## config.mk

```make
export PLATFORM = sky130hd
export DESIGN_NAME = mmsc_ctrl
export DESIGN_NICKNAME = d
export VERILOG_FILES = /design/src/multicycle_mips_subset_core_assert.svh /design/src/mmsc_pkg.sv /design/src/mmsc_ctrl.sv
export SDC_FILE = /design/constraint.sdc
export NUM_CORES = 1
export LEC_CHECK = 0
export ABC_CLOCK_PERIOD_IN_PS = 7000
export BUFFER_PORTS_ARGS = -buffer_cell sky130_fd_sc_hd__buf_2
export CORE_MARGIN = 5
export CORE_UTILIZATION = 40
export CTS_CLUSTER_DIAMETER = 30
export DETAILED_ROUTE_END_ITERATION = 10
export PLACE_DENSITY = 0.7
export SLEW_MARGIN = 40
export SYNTH_ARGS = -nofsm -noshare
export SYNTH_HDL_FRONTEND = slang
export SYNTH_SLANG_ARGS = --single-unit
```

## constraint.sdc

```tcl
create_clock -name clk -period 7 [get_ports clk]
set_input_delay 0.7 -clock clk [delete_from_list [all_inputs] [get_ports clk]]
set_output_delay 0.7 -clock clk [all_outputs]
set_load 0.02 [all_outputs]
```

## src/multicycle_mips_subset_core_assert.svh

```systemverilog
// ----------------------------------------------------------------------------
// multicycle_mips_subset_core assertion macros
// Concurrent assertion shorthands, clocked on clk, off while arst_n is low.
// ----------------------------------------------------------------------------
`ifndef MULTICYCLE_MIPS_SUBSET_CORE_ASSERT_SVH
`define MULTICYCLE_MIPS_SUBSET_CORE_ASSERT_SVH

// cons must hold in the cycle after ante
`define MMSC_ASSERT_NEXT(lbl, ante, cons, msg) \
	lbl: assert property (@(posedge clk) disable iff (!arst_n) (ante) |=> (cons)) \
		else $error(msg);

// cons must hold in the same cycle as ante
`define MMSC_ASSERT_NOW(lbl, ante, cons, msg) \
	lbl: assert property (@(posedge clk) disable iff (!arst_n) (ante) |-> (cons)) \
		else $error(msg);

`endif

```

## src/mmsc_pkg.sv

```systemverilog
`timescale 1ns / 1ps
// ----------------------------------------------------------------------------
// mmsc_pkg
// Shared types and constants of the multicycle MIPS subset core.
// ----------------------------------------------------------------------------
package mmsc_pkg;

	localparam int XLEN          = 32;
	localparam int REG_AW        = 5;
	localparam int NUM_REGS      = 32;
	localparam int PHASE_W       = 5;
	localparam int WIDX_W        = 10;
	localparam int MEM_WORDS_DEF = 1024;

	// command codes
	localparam logic [1:0] ACT_WR_MEM = 2'd0;
	localparam logic [1:0] ACT_RUN    = 2'd1;
	localparam logic [1:0] ACT_RD_REG = 2'd2;
	localparam logic [1:0] ACT_RD_MEM = 2'd3;

	typedef struct packed {
		logic [1:0]               action;
		logic [WIDX_W-1:0]        word_index;
		logic [REG_AW-1:0]        reg_select;
		logic signed [XLEN-1:0]   write_data;
	} cmd_t;

	typedef struct packed {
		logic signed [XLEN-1:0]   read_data;
		logic [XLEN-1:0]          pc_value;
		logic [PHASE_W-1:0]       phase;
		logic                     stopped;
	} res_t;

	// control state as it will be after this cycle
	typedef struct packed {
		logic [XLEN-1:0]    pc;
		logic [PHASE_W-1:0] phase;
		logic               halted;
		logic [REG_AW-1:0]  rs;
		logic [REG_AW-1:0]  rt;
		logic [XLEN-1:0]    dmem_addr;
	} look_t;

	typedef struct packed {
		logic              en;
		logic [REG_AW-1:0] addr;
		logic [XLEN-1:0]   data;
	} rf_wr_t;

	typedef struct packed {
		logic            en;
		logic [XLEN-1:0] byte_addr;
		logic [XLEN-1:0] data;
	} mem_wr_t;

endpackage

```

## src/mmsc_ctrl.sv

```systemverilog
`timescale 1ns / 1ps
// ----------------------------------------------------------------------------
// mmsc_ctrl
// Control machine and datapath registers: one clock of the multicycle core
// per step pulse; publishes the post-step state for read-address lookahead.
// ----------------------------------------------------------------------------
module mmsc_ctrl
	import mmsc_pkg::*;
(
	input  logic            clk,
	input  logic            arst_n,
	input  logic            step,
	input  logic [XLEN-1:0] rf_a,
	input  logic [XLEN-1:0] rf_b,
	input  logic [XLEN-1:0] dm_rdata,
	output look_t           nxt,
	output rf_wr_t          rf_wr,
	output mem_wr_t         mem_wr
);

	typedef enum logic [PHASE_W-1:0] {
		S_INIT   = 5'd0,
		S_FETCH  = 5'd1,
		S_DECODE = 5'd2,
		S_ADDR   = 5'd3,
		S_MEMRD  = 5'd4,
		S_LDWB   = 5'd5,
		S_MEMWR  = 5'd6,
		S_REXEC  = 5'd7,
		S_ALUWB  = 5'd8,
		S_BEQ    = 5'd9,
		S_J      = 5'd10,
		S_BNE    = 5'd11,
		S_BLTZ   = 5'd12,
		S_MOVE   = 5'd13,
		S_LUI    = 5'd14,
		S_ORI    = 5'd15,
		S_ANDI   = 5'd16,
		S_SLTI   = 5'd17
	} state_t;

	localparam logic [5:0] OP_RTYPE = 6'h00;
	localparam logic [5:0] OP_BLTZ  = 6'h01;
	localparam logic [5:0] OP_J     = 6'h02;
	localparam logic [5:0] OP_BEQ   = 6'h04;
	localparam logic [5:0] OP_BNE   = 6'h05;
	localparam logic [5:0] OP_SLTI  = 6'h0A;
	localparam logic [5:0] OP_ANDI  = 6'h0C;
	localparam logic [5:0] OP_ORI   = 6'h0D;
	localparam logic [5:0] OP_LUI   = 6'h0F;
	localparam logic [5:0] OP_LW    = 6'h23;
	localparam logic [5:0] OP_SW    = 6'h2B;
	localparam logic [5:0] OP_MOVE  = 6'h3F;

	localparam logic [5:0] FN_ADD = 6'h20;
	localparam logic [5:0] FN_SUB = 6'h22;
	localparam logic [5:0] FN_AND = 6'h24;
	localparam logic [5:0] FN_OR  = 6'h25;
	localparam logic [5:0] FN_SLT = 6'h2A;

	function automatic state_t dispatch(input logic [5:0] op);
		state_t s;
		case (op)
			OP_RTYPE: s = S_REXEC;
			OP_LW:    s = S_ADDR;
			OP_SW:    s = S_ADDR;
			OP_BEQ:   s = S_BEQ;
			OP_J:     s = S_J;
			OP_BNE:   s = S_BNE;
			OP_BLTZ:  s = S_BLTZ;
			OP_MOVE:  s = S_MOVE;
			OP_LUI:   s = S_LUI;
			OP_ORI:   s = S_ORI;
			OP_ANDI:  s = S_ANDI;
			OP_SLTI:  s = S_SLTI;
			default:  s = S_DECODE;
		endcase
		return s;
	endfunction

	state_t            state_q, state_d;
	logic [XLEN-1:0]   pc_q, pc_d;
	logic [XLEN-1:0]   ir_q, ir_d;
	logic [REG_AW-1:0] rs_q, rs_d;
	logic [REG_AW-1:0] rt_q, rt_d;
	logic [XLEN-1:0]   alu_q, alu_d;
	logic [XLEN-1:0]   mdr_q, mdr_d;
	logic              halted_q, halted_d;

	logic [5:0]        op;
	logic [XLEN-1:0]   imm;
	logic              a_lt_b, a_lt_imm;

	assign op       = ir_q[31:26];
	assign imm      = {{16{ir_q[15]}}, ir_q[15:0]};
	assign a_lt_b   = $signed(rf_a) < $signed(rf_b);
	assign a_lt_imm = $signed(rf_a) < $signed(imm);

	always_comb begin
		state_d  = state_q;
		pc_d     = pc_q;
		ir_d     = ir_q;
		rs_d     = rs_q;
		rt_d     = rt_q;
		alu_d    = alu_q;
		mdr_d    = mdr_q;
		halted_d = halted_q;
		rf_wr    = '0;
		mem_wr   = '0;
		if (step && !halted_q) begin
			state_d = S_FETCH;
			case (state_q)
				S_INIT: begin
					state_d = S_FETCH;
				end
				S_FETCH: begin
					ir_d    = dm_rdata;
					pc_d    = pc_q + XLEN'(4);
					state_d = S_DECODE;
				end
				S_DECODE: begin
					if (ir_q == '0) begin
						halted_d = 1'b1;
						state_d  = S_DECODE;
					end else begin
						rs_d    = ir_q[25:21];
						rt_d    = ir_q[20:16];
						alu_d   = pc_q + {imm[XLEN-3:0], 2'b00};
						state_d = dispatch(op);
					end
				end
				S_ADDR: begin
					alu_d   = rf_a + imm;
					state_d = (op == OP_LW) ? S_MEMRD : S_MEMWR;
				end
				S_MEMRD: begin
					mdr_d   = dm_rdata;
					state_d = S_LDWB;
				end
				S_LDWB: begin
					rf_wr.en   = 1'b1;
					rf_wr.addr = ir_q[20:16];
					rf_wr.data = mdr_q;
				end
				S_MEMWR: begin
					mem_wr.en        = 1'b1;
					mem_wr.byte_addr = alu_q;
					mem_wr.data      = rf_b;
				end
				S_REXEC: begin
					case (ir_q[5:0])
						FN_ADD:  alu_d = rf_a + rf_b;
						FN_SUB:  alu_d = rf_a - rf_b;
						FN_AND:  alu_d = rf_a & rf_b;
						FN_OR:   alu_d = rf_a | rf_b;
						FN_SLT:  alu_d = {{(XLEN-1){1'b0}}, a_lt_b};
						default: alu_d = alu_q;
					endcase
					state_d = S_ALUWB;
				end
				S_ALUWB: begin
					rf_wr.en   = 1'b1;
					rf_wr.addr = (op[5:1] == 5'd0) ? ir_q[15:11] : rt_q;
					rf_wr.data = alu_q;
				end
				S_BEQ: begin
					if (rf_a == rf_b) begin
						pc_d = alu_q;
					end
					alu_d = rf_a - rf_b;
				end
				S_BNE: begin
					if (rf_a != rf_b) begin
						pc_d = alu_q;
					end
					alu_d = rf_a - rf_b;
				end
				S_BLTZ: begin
					if (rf_a[XLEN-1]) begin
						pc_d = alu_q;
					end
					alu_d = {{(XLEN-1){1'b0}}, rf_a[XLEN-1]};
				end
				S_J: begin
					pc_d = {4'b0000, ir_q[25:0], 2'b00};
				end
				S_MOVE: begin
					rf_wr.en   = 1'b1;
					rf_wr.addr = rs_q;
					rf_wr.data = rf_b;
				end
				S_LUI: begin
					rf_wr.en   = 1'b1;
					rf_wr.addr = rt_q;
					rf_wr.data = {ir_q[15:0], 16'h0000};
				end
				S_ORI: begin
					alu_d   = rf_a | imm;
					state_d = S_ALUWB;
				end
				S_ANDI: begin
					alu_d   = rf_a & imm;
					state_d = S_ALUWB;
				end
				S_SLTI: begin
					alu_d   = {{(XLEN-1){1'b0}}, a_lt_imm};
					state_d = S_ALUWB;
				end
				default: begin
					state_d = S_INIT;
				end
			endcase
		end
	end

	always_ff @(posedge clk or negedge arst_n) begin
		if (!arst_n) begin
			state_q  <= S_INIT;
			pc_q     <= '0;
			ir_q     <= '0;
			rs_q     <= '0;
			rt_q     <= '0;
			alu_q    <= '0;
			mdr_q    <= '0;
			halted_q <= 1'b0;
		end else begin
			state_q  <= state_d;
			pc_q     <= pc_d;
			ir_q     <= ir_d;
			rs_q     <= rs_d;
			rt_q     <= rt_d;
			alu_q    <= alu_d;
			mdr_q    <= mdr_d;
			halted_q <= halted_d;
		end
	end

	// fetch reads at PC, memory-read phase at the computed address
	assign nxt.pc        = pc_d;
	assign nxt.phase     = state_d;
	assign nxt.halted    = halted_d;
	assign nxt.rs        = rs_d;
	assign nxt.rt        = rt_d;
	assign nxt.dmem_addr = (state_d == S_MEMRD) ? alu_d : pc_d;

endmodule

```

==> results.md <==
- Result of the run: finished clean
- FP Rows: 81
- Total gr overflow: 0
- Register-to-Register Path Depth: 11
- Yosys cell types: 88
- Largest net degree at the start of global routing: 83
- Root buf cell: clkbuf_16
- Slowest CP cell: nor4_1
- Max-cap check violation count: 0
- Final Net Count: 3080
- Die height: 231.7 microns
- Final Skew: 0.01629 ns
- Fin crit period: 6.166 ns
- Worst vdd ir: 0.0002132 V
- Placed cell count: 3393
- DRC: 0
- GRT Util Overall: 37.03%
- CTS Buffer Depth: 2
- First DRT Iteration DRCs: 3276
- Hpwl dp: 80700 microns
- PD cells: 376.3 nW/um^2
- Ys flop type: dfrtp_1
- Final std cells w/o fill: 3425
- Sum Neg Setup Slack: 0 ns
- Post-route ant nets: 0
- RSZ-0062 raised after global routing: no
- TritonCTS clock tree: yes
- CTS Buf Count: 17
- Setup-failing EPs final: 0
- Gate Count Post-Synth: 2567
- Worst path cell trace: buf_2 -> inv_1 -> ha_1 -> nor4_1 -> nand4_1 -> nor3_1 -> xnor2_1 -> a21oi_1 -> nand2b_1 -> buf_4 -> o21ai_0 -> o21ai_0 -> mux2_2 -> buf_2
- Endpoint type of the worst setup path: primary output
- P_leak: 10.05 nW
- N_diodes: 0
- First-pass GRT wire length: 149800 microns
- Worst reg2reg setup slack: 2.32 ns
- PortBufs: 281
- R2r endpoint: alu_q[26]$_DFF_PN0_
- Mapped cell area: 19650 sq um
- CP top delay family: simple AND/OR/NAND/NOR gates
- Via count: 23290
- Tightest Pin Transition: 0.8899 ns
- CP bufs+invs: 4
- CP Max Fanout: 18
- Ratio of cells with drive above 1 in the final layout: 19.01%
- Total Wirelength: 104900 microns
- Max-slew headroom: 40.61%
- DP Area: 21710 sq um
- Seq/Total Area, Yosys: 18.34%
- Crit share post-route: 88.09%
- Async SR Flop Fraction: 100.0%
- Slowest stage delay, CP: 0.69 ns
- Vias in the first global route: 22300
- Post-Syn Area per Cell: 7.656 sq um
- Hold violation count in the final report: 0
- Drt pass-1 iters: 9
- WP data required: 6.30 ns
- H-tree Lvls: 4
- CTS sink count: 144
- CP Launch Type: input pin
- IO Pins: 282
- Worst Path Arrival: 5.47 ns
- Clock slew at reported path FFs: 0.07 ns
- Area growth syn-to-layout: 13.57%
- Post-CTS setup buffers: 0
- Initial antenna violation count: 2
- Synthesized net count: 2899
- RR Startpoint: ir_q[2]$_DFFE_PN0P_
- Highest clock rate: 0.1622 GHz
- Clk_lat worst skew: 0.46 ns
- Wire per inst: 30.63 microns
- Post-CTS sizing: 0
- Die area: 53660 sq um
- Worst hold path type: input pin to async pin
- Final Instance Area: 22320 sq um
- Core area: 48750 sq um
- Seq cells post-synth: 144
- RD Place Congestion: 1.074
- YS warnings: 0
- Post-synth EDFFs: 0
- Filler instances: 4920
- Initial Util: 40.31%
- Setup CP Type: input pin to primary output
- Max-slew violations: 0
- Vias/cell: 6.799
- Cts hold-fix bufs: 0
- DIE WIDTH: 231.7 microns
## layout make-up
cell class / instances / area, sq um / share of cell area, %
inverters: 153 / 574.3 / 2.573
clock inverters: 14 / 153.9 / 0.6895
multi-input cells: 2087 / 14820 / 66.39
clock buffers: 18 / 439.2 / 1.968
well taps: 664 / 830.8 / 3.722
repair buffers: 345 / 1899 / 8.509
flip-flops and latches: 144 / 3603 / 16.14
## layout by cell type, fill, tap and decap left out, drive strengths merged, types with 27 or more instances in the layout
cell and instances:
and2 38, a211oi 36, o21ai 177, nand4 39
a22oi 39, nor4 69, dfrtp 144, nand2 169
nor2 210, ha 229, nand3 57, buf 344
nor3 64, a21o 40, a21oi 230, a221oi 27
mux2 100, a31oi 36, a222oi 41, inv 157
o211ai 28, xnor2 69
## metal layers
layer  share of wire, %  vias to the layer above  global-route usage (%)  wire, microns
met5             0.0086                        -                       0              9
met2                 44                     1735                   57.97          45710
li1                   -                     9969                       -              -
met1                 37                    11170                   46.09          39060
met4                8.5                        2                   24.04           8904
met3                 11                      416                   8.012          11220
## flip-flops by register name, indices dropped and copies added (netlist names)
name / flops
alu_q: 32
ir_q: 32
mdr_q: 32
pc_q: 32
rs_q: 5
rt_q: 5
state_q: 5
halted_q: 1
## through the flow
| step | worst slack, ns | hold WS, ns | util, % | power, mW |
|---|---|---|---|---|
| finish | 0.8335 | 0.3016 | 45.79 | 8.399 |
| global route | 0.6833 | 0.3419 | 45.79 | 8.688 |
| CTS | 1.126 | 0.3258 | 45.76 | 8.153 |
| detailed placement | 1.181 | 0.4980 | 44.54 | 7.178 |
| global placement | 1.235 | 0.4855 | 44.51 | 7.127 |
| floorplan | 1.720 | 0.4044 | - | 4.957 |
## worst max path at each step
stage | from | endpoint | slack, ns | depth (start not counted)
2_1_floorplan | ir_q[15]$_DFFE_PN0P_ | nxt[27] | 1.72 | 13
3_3_place_gp | rf_b[13] | nxt[28] | 1.24 | 13
3_5_place_dp | rf_b[14] | nxt[17] | 1.18 | 14
4_1_cts | ir_q[2]$_DFFE_PN0P_ | nxt[26] | 1.13 | 13
5_1_grt | rf_b[14] | nxt[17] | 0.68 | 14
6_report | rf_b[14] | nxt[17] | 0.83 | 14
## power by group
group	total, mW	switching (mW)	internal, mW	leakage, nW
Sequential	2.03	0.847	1.18	1.79
Combinational	5.42	3.59	1.84	7.97
Clock	0.949	0.410	0.539	0.289
## cell usage after synthesis, types with 40 or more instances
master,n,area share [%]
a21o_1,40,1.5
clkbuf_1,140,2.7
nand2_1,168,3.2
nand3_1,57,1.5
nor2_1,210,4.0
a21oi_1,229,5.8
o21ai_0,174,4.4
nor4_1,69,2.2
ha_1,229,15
inv_1,151,2.9
mux2_2,99,5.7
nor3_1,63,1.6
xnor2_1,69,3.1
a222oi_1,41,2.1
dfrtp_1,144,18
## cells by family after synthesis
| logic type | synth area share, % |
|---|---|
| flops | 18.34 |
| fa+ha+maj | 14.99 |
| compound gates | 30.45 |
| simple gates | 18.62 |
| buf+inv | 6.710 |
| mux | 6.666 |
| xor+xnor | 4.234 |
Note: power is estimated with default switching activity, not from simulation.
