$ cat config.mk
export PLATFORM = sky130hd
export DESIGN_NAME = mmsc_rf
export DESIGN_NICKNAME = d
export VERILOG_FILES = /design/src/multicycle_mips_subset_core_assert.svh /design/src/mmsc_pkg.sv /design/src/mmsc_rf.sv
export SDC_FILE = /design/constraint.sdc
export NUM_CORES = 1
export LEC_CHECK = 0
export BUFFER_PORTS_ARGS = -buffer_cell sky130_fd_sc_hd__buf_2
export CAP_MARGIN = 20
export CELL_PAD_IN_SITES_DETAIL_PLACEMENT = 0
export CELL_PAD_IN_SITES_GLOBAL_PLACEMENT = 1
export CORE_ASPECT_RATIO = 1.25
export CORE_MARGIN = 1
export CORE_UTILIZATION = 30
export CTS_CLUSTER_SIZE = 14
export DETAILED_ROUTE_END_ITERATION = 16
export PLACE_DENSITY = 0.53
export SLEW_MARGIN = 20
export SYNTH_ARGS = -nofsm -noshare
export SYNTH_HDL_FRONTEND = slang
export SYNTH_SLANG_ARGS = --single-unit
$ cat constraint.sdc
create_clock -name clk -period 2.3 [get_ports clk]
set_clock_uncertainty 0.05 [all_clocks]
set_input_delay 0.46 -clock clk [delete_from_list [all_inputs] [get_ports clk]]
set_output_delay 0.46 -clock clk [all_outputs]
set_load 0.005 [all_outputs]
$ cat src/multicycle_mips_subset_core_assert.svh
// ----------------------------------------------------------------------------
// multicycle_mips_subset_core assertion macros
// Concurrent assertion shorthands, clocked on clk, off while arst_n is low.
// ----------------------------------------------------------------------------
`ifndef MULTICYCLE_MIPS_SUBSET_CORE_ASSERT_SVH
`define MULTICYCLE_MIPS_SUBSET_CORE_ASSERT_SVH

// cons must hold in the cycle after ante
`define MMSC_ASSERT_NEXT(lbl, ante, cons, msg) \
	lbl: assert property (@(posedge clk) disable iff (!arst_n) (ante) |=> (cons)) \
		else $error(msg);

// cons must hold in the same cycle as ante
`define MMSC_ASSERT_NOW(lbl, ante, cons, msg) \
	lbl: assert property (@(posedge clk) disable iff (!arst_n) (ante) |-> (cons)) \
		else $error(msg);

`endif

$ cat src/mmsc_pkg.sv
`timescale 1ns / 1ps
// ----------------------------------------------------------------------------
// mmsc_pkg
// Shared types and constants of the multicycle MIPS subset core.
// ----------------------------------------------------------------------------
package mmsc_pkg;

	localparam int XLEN          = 32;
	localparam int REG_AW        = 5;
	localparam int NUM_REGS      = 32;
	localparam int PHASE_W       = 5;
	localparam int WIDX_W        = 10;
	localparam int MEM_WORDS_DEF = 1024;

	// command codes
	localparam logic [1:0] ACT_WR_MEM = 2'd0;
	localparam logic [1:0] ACT_RUN    = 2'd1;
	localparam logic [1:0] ACT_RD_REG = 2'd2;
	localparam logic [1:0] ACT_RD_MEM = 2'd3;

	typedef struct packed {
		logic [1:0]               action;
		logic [WIDX_W-1:0]        word_index;
		logic [REG_AW-1:0]        reg_select;
		logic signed [XLEN-1:0]   write_data;
	} cmd_t;

	typedef struct packed {
		logic signed [XLEN-1:0]   read_data;
		logic [XLEN-1:0]          pc_value;
		logic [PHASE_W-1:0]       phase;
		logic                     stopped;
	} res_t;

	// control state as it will be after this cycle
	typedef struct packed {
		logic [XLEN-1:0]    pc;
		logic [PHASE_W-1:0] phase;
		logic               halted;
		logic [REG_AW-1:0]  rs;
		logic [REG_AW-1:0]  rt;
		logic [XLEN-1:0]    dmem_addr;
	} look_t;

	typedef struct packed {
		logic              en;
		logic [REG_AW-1:0] addr;
		logic [XLEN-1:0]   data;
	} rf_wr_t;

	typedef struct packed {
		logic            en;
		logic [XLEN-1:0] byte_addr;
		logic [XLEN-1:0] data;
	} mem_wr_t;

endpackage

$ cat src/mmsc_rf.sv
`timescale 1ns / 1ps
// ----------------------------------------------------------------------------
// mmsc_rf
// General register file: two registered read ports, one write port, bypass,
// per-entry valid bits so unwritten registers read as zero.
// ----------------------------------------------------------------------------
module mmsc_rf
	import mmsc_pkg::*;
(
	input  logic              clk,
	input  logic              arst_n,
	input  rf_wr_t            wr,
	input  logic              re,
	input  logic [REG_AW-1:0] raddr_a,
	input  logic [REG_AW-1:0] raddr_b,
	output logic [XLEN-1:0]   rdata_a,
	output logic [XLEN-1:0]   rdata_b
);

	logic [XLEN-1:0]     mem [NUM_REGS];
	logic [NUM_REGS-1:0] valid_q;
	logic [XLEN-1:0]     rd_a_q, rd_b_q;
	logic [XLEN-1:0]     fwd_data_q;
	logic                va_q, vb_q, fa_q, fb_q;

	always_ff @(posedge clk) begin
		if (wr.en) begin
			mem[wr.addr] <= wr.data;
		end
		if (re) begin
			rd_a_q     <= mem[raddr_a];
			rd_b_q     <= mem[raddr_b];
			fwd_data_q <= wr.data;
		end
	end

	always_ff @(posedge clk or negedge arst_n) begin
		if (!arst_n) begin
			valid_q <= '0;
			va_q    <= 1'b0;
			vb_q    <= 1'b0;
			fa_q    <= 1'b0;
			fb_q    <= 1'b0;
		end else begin
			if (wr.en) begin
				valid_q[wr.addr] <= 1'b1;
			end
			if (re) begin
				va_q <= valid_q[raddr_a];
				vb_q <= valid_q[raddr_b];
				fa_q <= wr.en && (wr.addr == raddr_a);
				fb_q <= wr.en && (wr.addr == raddr_b);
			end
		end
	end

	assign rdata_a = fa_q ? fwd_data_q : (va_q ? rd_a_q : '0);
	assign rdata_b = fb_q ? fwd_data_q : (vb_q ? rd_b_q : '0);

endmodule

==> impl_metrics.py, run 1 <==
metrics = {
    "power_and_ir_drop": {
        "p_comb_frac": 0.101,
        "p_sw_mw": 11.50,
        "leakage_nw": 20.54,
        "worst_ir_drop_vdd_v": 0.0006224,
        "p_int_mw": 38.59,
        "p_seq_frac": 0.479,
        "p_sw_frac": 0.2297,
        "clkPwrFrac": 0.420,
        "power_density_mw_per_mm2": 783.5,
    },
    "synthesis": {
        "yosysMostFrequentCell": "edfxtp_1",
        "syn_area_per_cell_um2": 22.81,
        "ys_seq_area_frac": 0.6615,
        "yosys_most_used_dff": "edfxtp_1",
        "synthArstFlopShare": 0.03114,
        "yosys-top-cells-count": "1120 x edfxtp_1, 640 x mux4_2, 95 x clkbuf_1",
        "synth_top_area_frac": 0.6442,
        "yosys-top-cells-area": "edfxtp_1 64%, mux4_2 28%, dfrtp_1 1.7%",
        "synth.cell_area_mm2": 0.05221,
        "yosysTopAreaCell": "edfxtp_1",
        "synth_edf_count": 1120,
        "synth.distinct_cells": 37,
        "syn_nets": 2340,
        "ys_seq_elements": 1156,
        "synthCells": 2289,
        "ys_warn_count": 0,
    },
    "die": {
        "boundaryPins": 115,
        "coreArea_mm2": 0.1723,
        "fp-row-count": 170,
        "die_w_um": 375.1,
        "die_area_mm2": 0.1757,
        "start_util": 0.3030,
        "die_h_um": 468.4,
    },
    "sta": {
        "max_freq_mhz": 382.2,
        "hold_violations": 0,
        "slew_viol_final": 0,
        "hold_ws_ns": 0.1088,
        "post-route-period-util": 1.137,
        "layout_setup_ws_ns": -0.3161,
        "tns_ns": -14.44,
        "worstMarginPinSlew_ns": 0.7027,
        "setup-violations-final": 63,
        "slew_headroom": 0.5315,
        "min_period_ns": 2.616,
        "rsz0062_at_grt": "true",
    },
    "status": {
        "outcome": "finished with violations",
        "violations": "negative setup slack",
    },
    "clock_tree": {
        "path_clk_slew_ns": 0.06,
        "h-tree-depth": 4,
        "cts_tree": "yes",
        "root_buffer": "clkbuf_16",
        "insertion_delay_ns": 0.77,
        "cts_buffers": 133,
        "cts_max_path_buffers": 3,
        "cts_sinks": 1156,
    },
    "setup_path": {
        "path_buf_inv": 3,
        "cp-end-kind": "output pin",
        "crit_slowest_cell": "dfrtp_2",
        "crit_path_start_kind": "register",
        "crit_start": "fb_q",
        "cp.arrival_ns": 2.11,
        "crit_required_ns": 1.79,
        "crit_top_cell": "buf_12",
        "cpLargestDelayFamily": "buffers and inverters",
        "path_class": "reg -> out",
        "crit_path_max_incr_delay_ns": 0.44,
        "crit-reg2reg-launch": "mem[14][0]",
        "path_max_fanout": 11,
        "path_cells": "nor2b_4 > buf_12 > buf_12 > a22o_1 > buf_2",
    },
    "cells_and_area": {
        "layout-drive-gt1-share": 0.5091,
        "syn_to_final_growth_pct": 22.45,
        "fillers": 15579,
        "nets": 2701,
    },
    "route": {
        "routed_via_density": 5.613,
        "ant_nets": 0,
        "via_count": 28029,
        "drtIter0Drc": 2700,
        "drt-pass1-iter-count": 5,
        "drc": 0,
        "wirelength_um": 173900,
        "wl_per_cell_um": 34.83,
    },
    "flow_run": {
        "maxCapViolCount": 0,
    },
    "place": {
        "place.gp.congestion": 0.8064,
        "dp_hpwl_um": 105100,
        "port_buffers": 114,
    },
    "worst_hold_path": {
        "min_from": "wr[33]",
        "hold_path_class": "in -> reg",
    },
    "global_route": {
        "grt_pass1_vias": 29983,
        "grt_usage": 0.1989,
        "antenna_found_initial": 15,
        "grt_pass1_wl_um": 241000,
        "grt_overflow": 0,
        "grt_max_degree": 36,
    },
}
==> registers in the layout, indices dropped and copies added (netlist names) <==
register,cells
vb_q,1
fwd_data_q,32
rd_a_q,32
fa_q,1
rd_b_q,32
fb_q,1
va_q,1
mem,1024
valid_q,32
==> layout make-up <==
cell class                      instances  area, um^2  share of cell area
Sequential cell                      1156       34540              0.5402
Timing Repair Buffer                  403        4892             0.07652
Antenna cell                            2       5.005          0.00007829
Tap cell                             2236        2798             0.04376
Inverter                                6       22.52           0.0003523
Clock buffer                          172        3695             0.05779
Clock inverter                         69       631.9            0.009884
Multi-Input combinational cell        950       17350              0.2714
==> routing by layer <==
layer / up-vias / global-route usage / wire length (um)
met5: - / 0 / 0
met4: 0 / 0.06339 / 5474
met3: 270 / 0.03407 / 10500
met2: 1103 / 0.3255 / 84430
met1: 15693 / 0.2702 / 73540
li1: 10963 / - / -
==> cell families (layout without fill, tap and decap cells) <==
family / count (synthesis) / count (layout) / share of synthesized area
and+or+nand+nor: 118 / 118 / 0.01170
buffers and inverters: 183 / 650 / 0.01594
AOI/OAI and AO/OA: 91 / 91 / 0.01409
xor gates and xnor gates: 7 / 7 / 0.001174
other: 0 / 2 / 0
DFF: 1156 / 1156 / 0.6615
muxes: 734 / 734 / 0.2956
==> worst reg2reg max path, delay by kind of cell (launching register included) <==
family | cells | cell delay (ns)
flip-flops | 1 | 0.38
multiplexers | 3 | 1.36
==> layout by cell type (no fill, tap or decap), types with 17 or more instances in the layout <==
| cell | n |
|---|---|
| mux4_2 | 640 |
| mux2_2 | 63 |
| clkinv_1 | 17 |
| mux2i_1 | 30 |
| a22o_1 | 35 |
| a22o_4 | 27 |
| nor2_4 | 32 |
| or2_2 | 32 |
| buf_12 | 138 |
| edfxtp_1 | 1120 |
| buf_6 | 39 |
| clkinv_2 | 27 |
| buf_2 | 70 |
| dfrtp_1 | 34 |
| buf_4 | 141 |
| clkbuf_1 | 26 |
| clkbuf_16 | 142 |
==> final timing paths <==
| kind | slack [ns] | end | depth (start not counted) |
|---|---|---|---|
| max in group asynchronous | 1.44 | valid_q[24] | 3 |
| worst min register to register | 0.45 | valid_q[30] | 1 |
| min in group asynchronous | 0.12 | fa_q | 2 |
| worst min-delay path | 0.11 | fa_q | 4 |
| worst max-delay path | -0.32 | rdata_b[3] | 5 |
| worst max register to register | 0.23 | rd_b_q[0] | 3 |
==> repair_timing <==
item	in CTS	in global routing
hold buffers	3	0
gates cloned	5	2
gates resized for setup	111	21
hold endpoints to repair	37	0
pin swaps	9	28
setup buffers	13	5
setup endpoints to repair	64	63
==> stage by stage <==
step / cells / setup slack (ns) / util / instance area [um^2] / power, mW
floorplan: 2289 / -0.4786 / - / 53170 / 27.06
global placement: 4726 / -0.4477 / 0.3408 / 58710 / 29.05
detailed placement: 4726 / -0.4503 / 0.3408 / 58710 / 29.12
CTS: 4988 / -0.4188 / 0.3703 / 63810 / 50.56
global route: 4994 / -0.3873 / 0.3711 / 63930 / 51.65
finish: 4994 / -0.3161 / 0.3711 / 63930 / 50.09
==> power groups by stage <==
stage               clock network, mW  logic (mW)  registers, mW
floorplan                           0        2.79           24.3
global placement                    0        4.66           24.4
detailed placement                  0        4.70           24.4
CTS                              21.5        5.01           24.0
global route                     22.3        5.32           24.0
finish                           21.0        5.05           24.0
Power figures use the tool's default switching activity.
==> run 2: changes to the inputs <==
SKIP_LAST_GASP = 1   (was not set)
==> impl_metrics.py, run 2 (synthesized netlist as in run 1, its figures left out) <==
metrics = {
    "sta": {
        "max_freq_mhz": 379.4,
        "rsz0062_at_grt": "true",
        "slew_headroom": 0.5459,
        "post-route-period-util": 1.146,
        "hold_violations": 0,
        "min_period_ns": 2.636,
        "slew_viol_final": 0,
        "worstMarginPinSlew_ns": 0.6811,
        "setup-violations-final": 64,
        "hold_ws_ns": 0.09817,
        "layout_setup_ws_ns": -0.3359,
    },
    "route": {
        "drtIter0Drc": 2605,
        "via_count": 28120,
        "routed_via_density": 5.625,
        "wl_per_cell_um": 34.91,
        "ant_nets": 0,
        "wirelength_um": 174500,
        "drt-pass1-iter-count": 6,
        "drc": 0,
    },
    "global_route": {
        "grt_usage": 0.1989,
        "use_met1": 0.2706,
        "grt_overflow": 0,
        "grt_max_degree": 36,
        "grt-busiest-layer": "met2",
        "antenna_found_initial": 17,
        "grt_pass1_vias": 29982,
        "grt_util_met2": 0.3252,
        "grt_pass1_wl_um": 241000,
        "grt_use_met3": 0.03308,
    },
    "setup_path": {
        "path_max_fanout": 6,
        "crit_path_max_incr_delay_ns": 0.44,
        "reg2regPathDepth": 3,
        "crit_required_ns": 1.79,
        "crit_path_start_kind": "register",
        "cp-end-kind": "output pin",
        "cp.arrival_ns": 2.13,
        "cpLargestDelayFamily": "buffers and inverters",
        "path_buf_inv": 3,
        "path_cells": "nor2b_4 > buf_12 > clkbuf_16 > a22o_1 > buf_2",
        "crit_slowest_cell": "dfrtp_2",
        "path_class": "reg -> out",
        "crit_cells": 5,
    },
    "power_and_ir_drop": {
        "p_comb_frac": 0.101,
        "worst_ir_drop_vdd_v": 0.0006584,
        "p_seq_frac": 0.479,
        "leakage_nw": 20.54,
        "p_sw_frac": 0.2298,
        "power_density_mw_per_mm2": 783.9,
        "clkPwrFrac": 0.420,
        "p_int_mw": 38.58,
        "p_sw_mw": 11.51,
    },
    "die": {
        "die_area_mm2": 0.1757,
        "coreArea_mm2": 0.1723,
        "fp-row-count": 170,
        "die_h_um": 468.4,
        "boundaryPins": 115,
        "die_w_um": 375.1,
        "start_util": 0.3030,
    },
    "cells_and_area": {
        "layout_common_cells": "1120 x edfxtp_1, 640 x mux4_2, 143 x clkbuf_16",
        "top_register": "mem",
        "syn_to_final_growth_pct": 22.40,
        "nets": 2704,
        "fillers": 15576,
        "final_common_cell": "edfxtp_1",
        "layout-drive-gt1-share": 0.5085,
        "largest_reg_flops": 1024,
    },
    "clock_tree": {
        "path_clk_slew_ns": 0.06,
        "root_buffer": "clkbuf_16",
        "cts_sinks": 1156,
        "insertion_delay_ns": 0.77,
        "cts_buffers": 133,
        "cts_max_path_buffers": 3,
        "h-tree-depth": 4,
        "cts_tree": "yes",
    },
    "flow_run": {
        "maxCapViolCount": 0,
    },
    "worst_hold_path": {
        "whs_path_depth": 4,
        "hold_path_class": "in -> reg",
    },
    "place": {
        "dp_slack_ns": -0.4503,
        "port_buffers": 114,
        "place.gp.congestion": 0.8064,
        "dp_hpwl_um": 105100,
    },
    "status": {
        "violations": "negative setup slack",
        "outcome": "finished with violations",
    },
}
## run 2: cell types whose count changed in the layout (fill, tap and decap cells not counted), moves of 2 or more
cell / before / now
buf_6: 39 / 32
buf_2: 70 / 78
diode_2: 2 / 4
buf_8: 5 / 7
## run 2: metal layers
metal  routed length [um]  part of all wire  vias to the layer above
li1                     -                 -                    10964
met1                73080              0.42                    15707
met2                84740              0.49                     1190
met3                11510             0.066                      259
met4                 5181             0.030                        0
met5                    0                 0                        -
## run 2: worst reg2reg max path, cell delays in order (launching register included)
cell and delay [ns]:
edfxtp_1 0.38, mux4_2 0.47, mux4_2 0.51, mux2_2 0.37
## run 2: path summary, 6_finish.rpt
check	start	endpoint	slack, ns
max	fa_q	rdata_a[3]	-0.34
min	wr[33]	fa_q	0.1
max reg2reg	mem[14][0]	rd_b_q[0]	0.23
min reg2reg	valid_q[0]	valid_q[0]	0.44
max in group asynchronous	arst_n	valid_q[11]	1.43
min in group asynchronous	arst_n	fa_q	0.12
## run 2: what timing repair did
action	4_1_cts	5_1_grt
gates cloned	5	3
setup buffers	13	7
endpoints found under the setup margin	64	63
hold buffers	3	0
resized for setup	81	38
pin swaps	9	29
endpoints found under the hold margin	37	0
## run 2: layout make-up
type | instances | area, um^2 | area share
flip-flops and latches | 1156 | 34540 | 0.5404
multi-input cells | 950 | 17340 | 0.2713
repair buffers | 406 | 4875 | 0.07628
clock buffers | 172 | 3695 | 0.05782
well taps | 2236 | 2798 | 0.04378
clock inverters | 69 | 631.9 | 0.009888
inverters | 6 | 22.52 | 0.0003524
diodes | 4 | 10.01 | 0.0001566
## run 2: power groups by stage
stage | logic (mW) | clock network [mW] | registers (mW)
global route | 5.32 | 22.3 | 24.0
detailed placement | 4.70 | 0 | 24.4
finish | 5.07 | 21.0 | 24.0
global placement | 4.66 | 0 | 24.4
CTS | 4.94 | 21.5 | 24.0
floorplan | 2.79 | 0 | 24.3
## run 2: stage by stage
step / cell area [um^2] / power (mW) / std cells / setup TNS [ns] / util
finish: 63900 / 50.09 / 4999 / -15.83 / 0.3709
global route: 63900 / 51.65 / 4997 / -20.36 / 0.3709
CTS: 63650 / 50.48 / 4988 / -18.94 / 0.3694
detailed placement: 58710 / 29.12 / 4726 / -23.95 / 0.3408
global placement: 58710 / 29.05 / 4726 / -23.76 / 0.3408
floorplan: 53170 / 27.06 / 2289 / -315.38 / -
==> run 3: changes to the inputs <==
==> constraint.sdc (replaced) <==
create_clock -name clk -period 2.3 [get_ports clk]
set_clock_uncertainty 0.05 [all_clocks]
set_input_delay 0.23 -clock clk [delete_from_list [all_inputs] [get_ports clk]]
set_output_delay 0.23 -clock clk [all_outputs]
set_load 0.005 [all_outputs]
==> impl_metrics.py, run 3 (synthesized netlist as in run 1, its figures left out) <==
metrics = {
    "setup_path": {
        "crit_required_ns": 2.02,
        "crit_path_start_kind": "register",
        "cp.arrival_ns": 2.08,
        "cp-end-kind": "output pin",
        "path_max_fanout": 6,
        "path_class": "reg -> out",
    },
    "global_route": {
        "grt_pass1_wl_um": 247100,
        "grt_usage": 0.2047,
        "grt_use_met3": 0.03466,
        "grt-busiest-layer": "met2",
        "grt_util_met2": 0.3404,
        "antenna_found_initial": 13,
        "grt_max_degree": 49,
        "grt_pass1_vias": 30060,
        "use_met1": 0.2769,
        "grt_overflow": 0,
    },
    "route": {
        "wirelength_um": 178100,
        "routed_via_density": 5.605,
        "via_count": 28187,
        "drc": 0,
        "wl_per_cell_um": 35.42,
        "ant_nets": 0,
        "drtIter0Drc": 3149,
        "drt-pass1-iter-count": 5,
    },
    "sta": {
        "slew_headroom": 0.4060,
        "worstMarginPinSlew_ns": 0.8910,
        "min_period_ns": 2.362,
        "layout_setup_ws_ns": -0.06226,
        "post-route-period-util": 1.027,
        "hold_ws_ns": 0.07804,
        "slew_viol_final": 0,
        "setup-violations-final": 32,
        "hold_violations": 0,
        "max_freq_mhz": 423.3,
        "rsz0062_at_grt": "true",
    },
    "die": {
        "fp-row-count": 170,
        "die_w_um": 375.1,
        "die_h_um": 468.4,
        "start_util": 0.3030,
        "coreArea_mm2": 0.1723,
        "boundaryPins": 115,
        "die_area_mm2": 0.1757,
    },
    "power_and_ir_drop": {
        "power_density_mw_per_mm2": 777.9,
        "leakage_nw": 20.52,
        "worst_ir_drop_vdd_v": 0.0005557,
    },
    "clock_tree": {
        "h-tree-depth": 4,
        "path_clk_slew_ns": 0.06,
        "cts_max_path_buffers": 3,
        "cts_tree": "yes",
        "cts_sinks": 1156,
        "root_buffer": "clkbuf_16",
        "cts_buffers": 130,
        "insertion_delay_ns": 0.78,
    },
    "status": {
        "outcome": "finished with violations",
        "violations": "negative setup slack",
    },
    "flow_run": {
        "maxCapViolCount": 0,
    },
    "place": {
        "dp_hpwl_um": 106900,
        "port_buffers": 114,
        "place.gp.congestion": 0.7992,
    },
    "cells_and_area": {
        "utilization": 0.3712,
        "syn_to_final_growth_pct": 22.48,
        "largest_reg_flops": 1024,
        "nets": 2736,
        "top_register": "mem",
        "layout-drive-gt1-share": 0.4930,
        "fillers": 15585,
        "layout_common_cells": "1120 x edfxtp_1, 640 x mux4_2, 147 x buf_12",
        "final_common_cell": "edfxtp_1",
    },
    "worst_hold_path": {
        "hold_path_class": "in -> async",
    },
}
==> run 3: final cells by class <==
class                           count  area (um^2)  area share
Inverter                            6        22.52   0.0003522
Clock inverter                     77        719.4     0.01125
Antenna cell                        2        5.005  0.00007827
Clock buffer                      161         3476     0.05436
Tap cell                         2236         2798     0.04375
Multi-Input combinational cell    950        17220      0.2693
Sequential cell                  1156        34540      0.5401
Timing Repair Buffer              441         5172     0.08089
==> run 3: final timing paths <==
path / from / end / slack [ns] / depth (start not counted)
min in group clk: raddr_a[4] / va_q / 0.16 / 6
max: fa_q / rdata_a[21] / -0.06 / 4
min: arst_n / vb_q / 0.08 / 2
max reg2reg: mem[27][30] / rd_b_q[30] / 0.23 / 3
max in group asynchronous: arst_n / fb_q / 1.51 / 2
min reg2reg: valid_q[15] / valid_q[15] / 0.45 / 1
==> run 3: report_power, final <==
group          switching [mW]  internal [mW]  leakage, nW
clock network            8.75           12.0         2.04
registers               0.345           23.7         10.6
logic                    2.47           2.48         7.90
==> run 3: critical path, cell delays in order, from the launching register on <==
cell     delay [ns]
dfrtp_2        0.44
buf_12         0.17
buf_16         0.17
a22o_2         0.36
buf_2          0.16
==> run 3: metal layers <==
| metal | routed length, um | part of all wire | vias up |
|---|---|---|---|
| li1 | - | - | 11038 |
| met3 | 10760 | 0.060 | 247 |
| met1 | 74920 | 0.42 | 15799 |
| met2 | 87900 | 0.49 | 1103 |
| met4 | 4532 | 0.025 | 0 |
| met5 | 0 | 0 | - |
==> run 3: per-stage QoR <==
step | power [mW] | instances | instance area (um^2) | setup TNS, ns | setup WS [ns]
final | 49.75 | 5029 | 63950 | -0.8313 | -0.06226
after global routing | 51.24 | 5027 | 63940 | -4.595 | -0.1640
after CTS | 50.25 | 5024 | 63830 | -4.191 | -0.1301
after detailed placement | 29.23 | 4732 | 58900 | -11.83 | -0.2623
after global placement | 29.17 | 4732 | 58900 | -11.55 | -0.2629
after floorplan | 26.86 | 2289 | 52250 | -218.09 | -0.4041
==> run 3: what timing repair did <==
action                                   CTS  global route
cloned                                     3             0
pin swaps                                 10            11
hold endpoints to repair                1101             0
setup buffers                             11             6
gates resized for setup                   40            23
hold buffers                              40             0
endpoints found under the setup margin    56            56
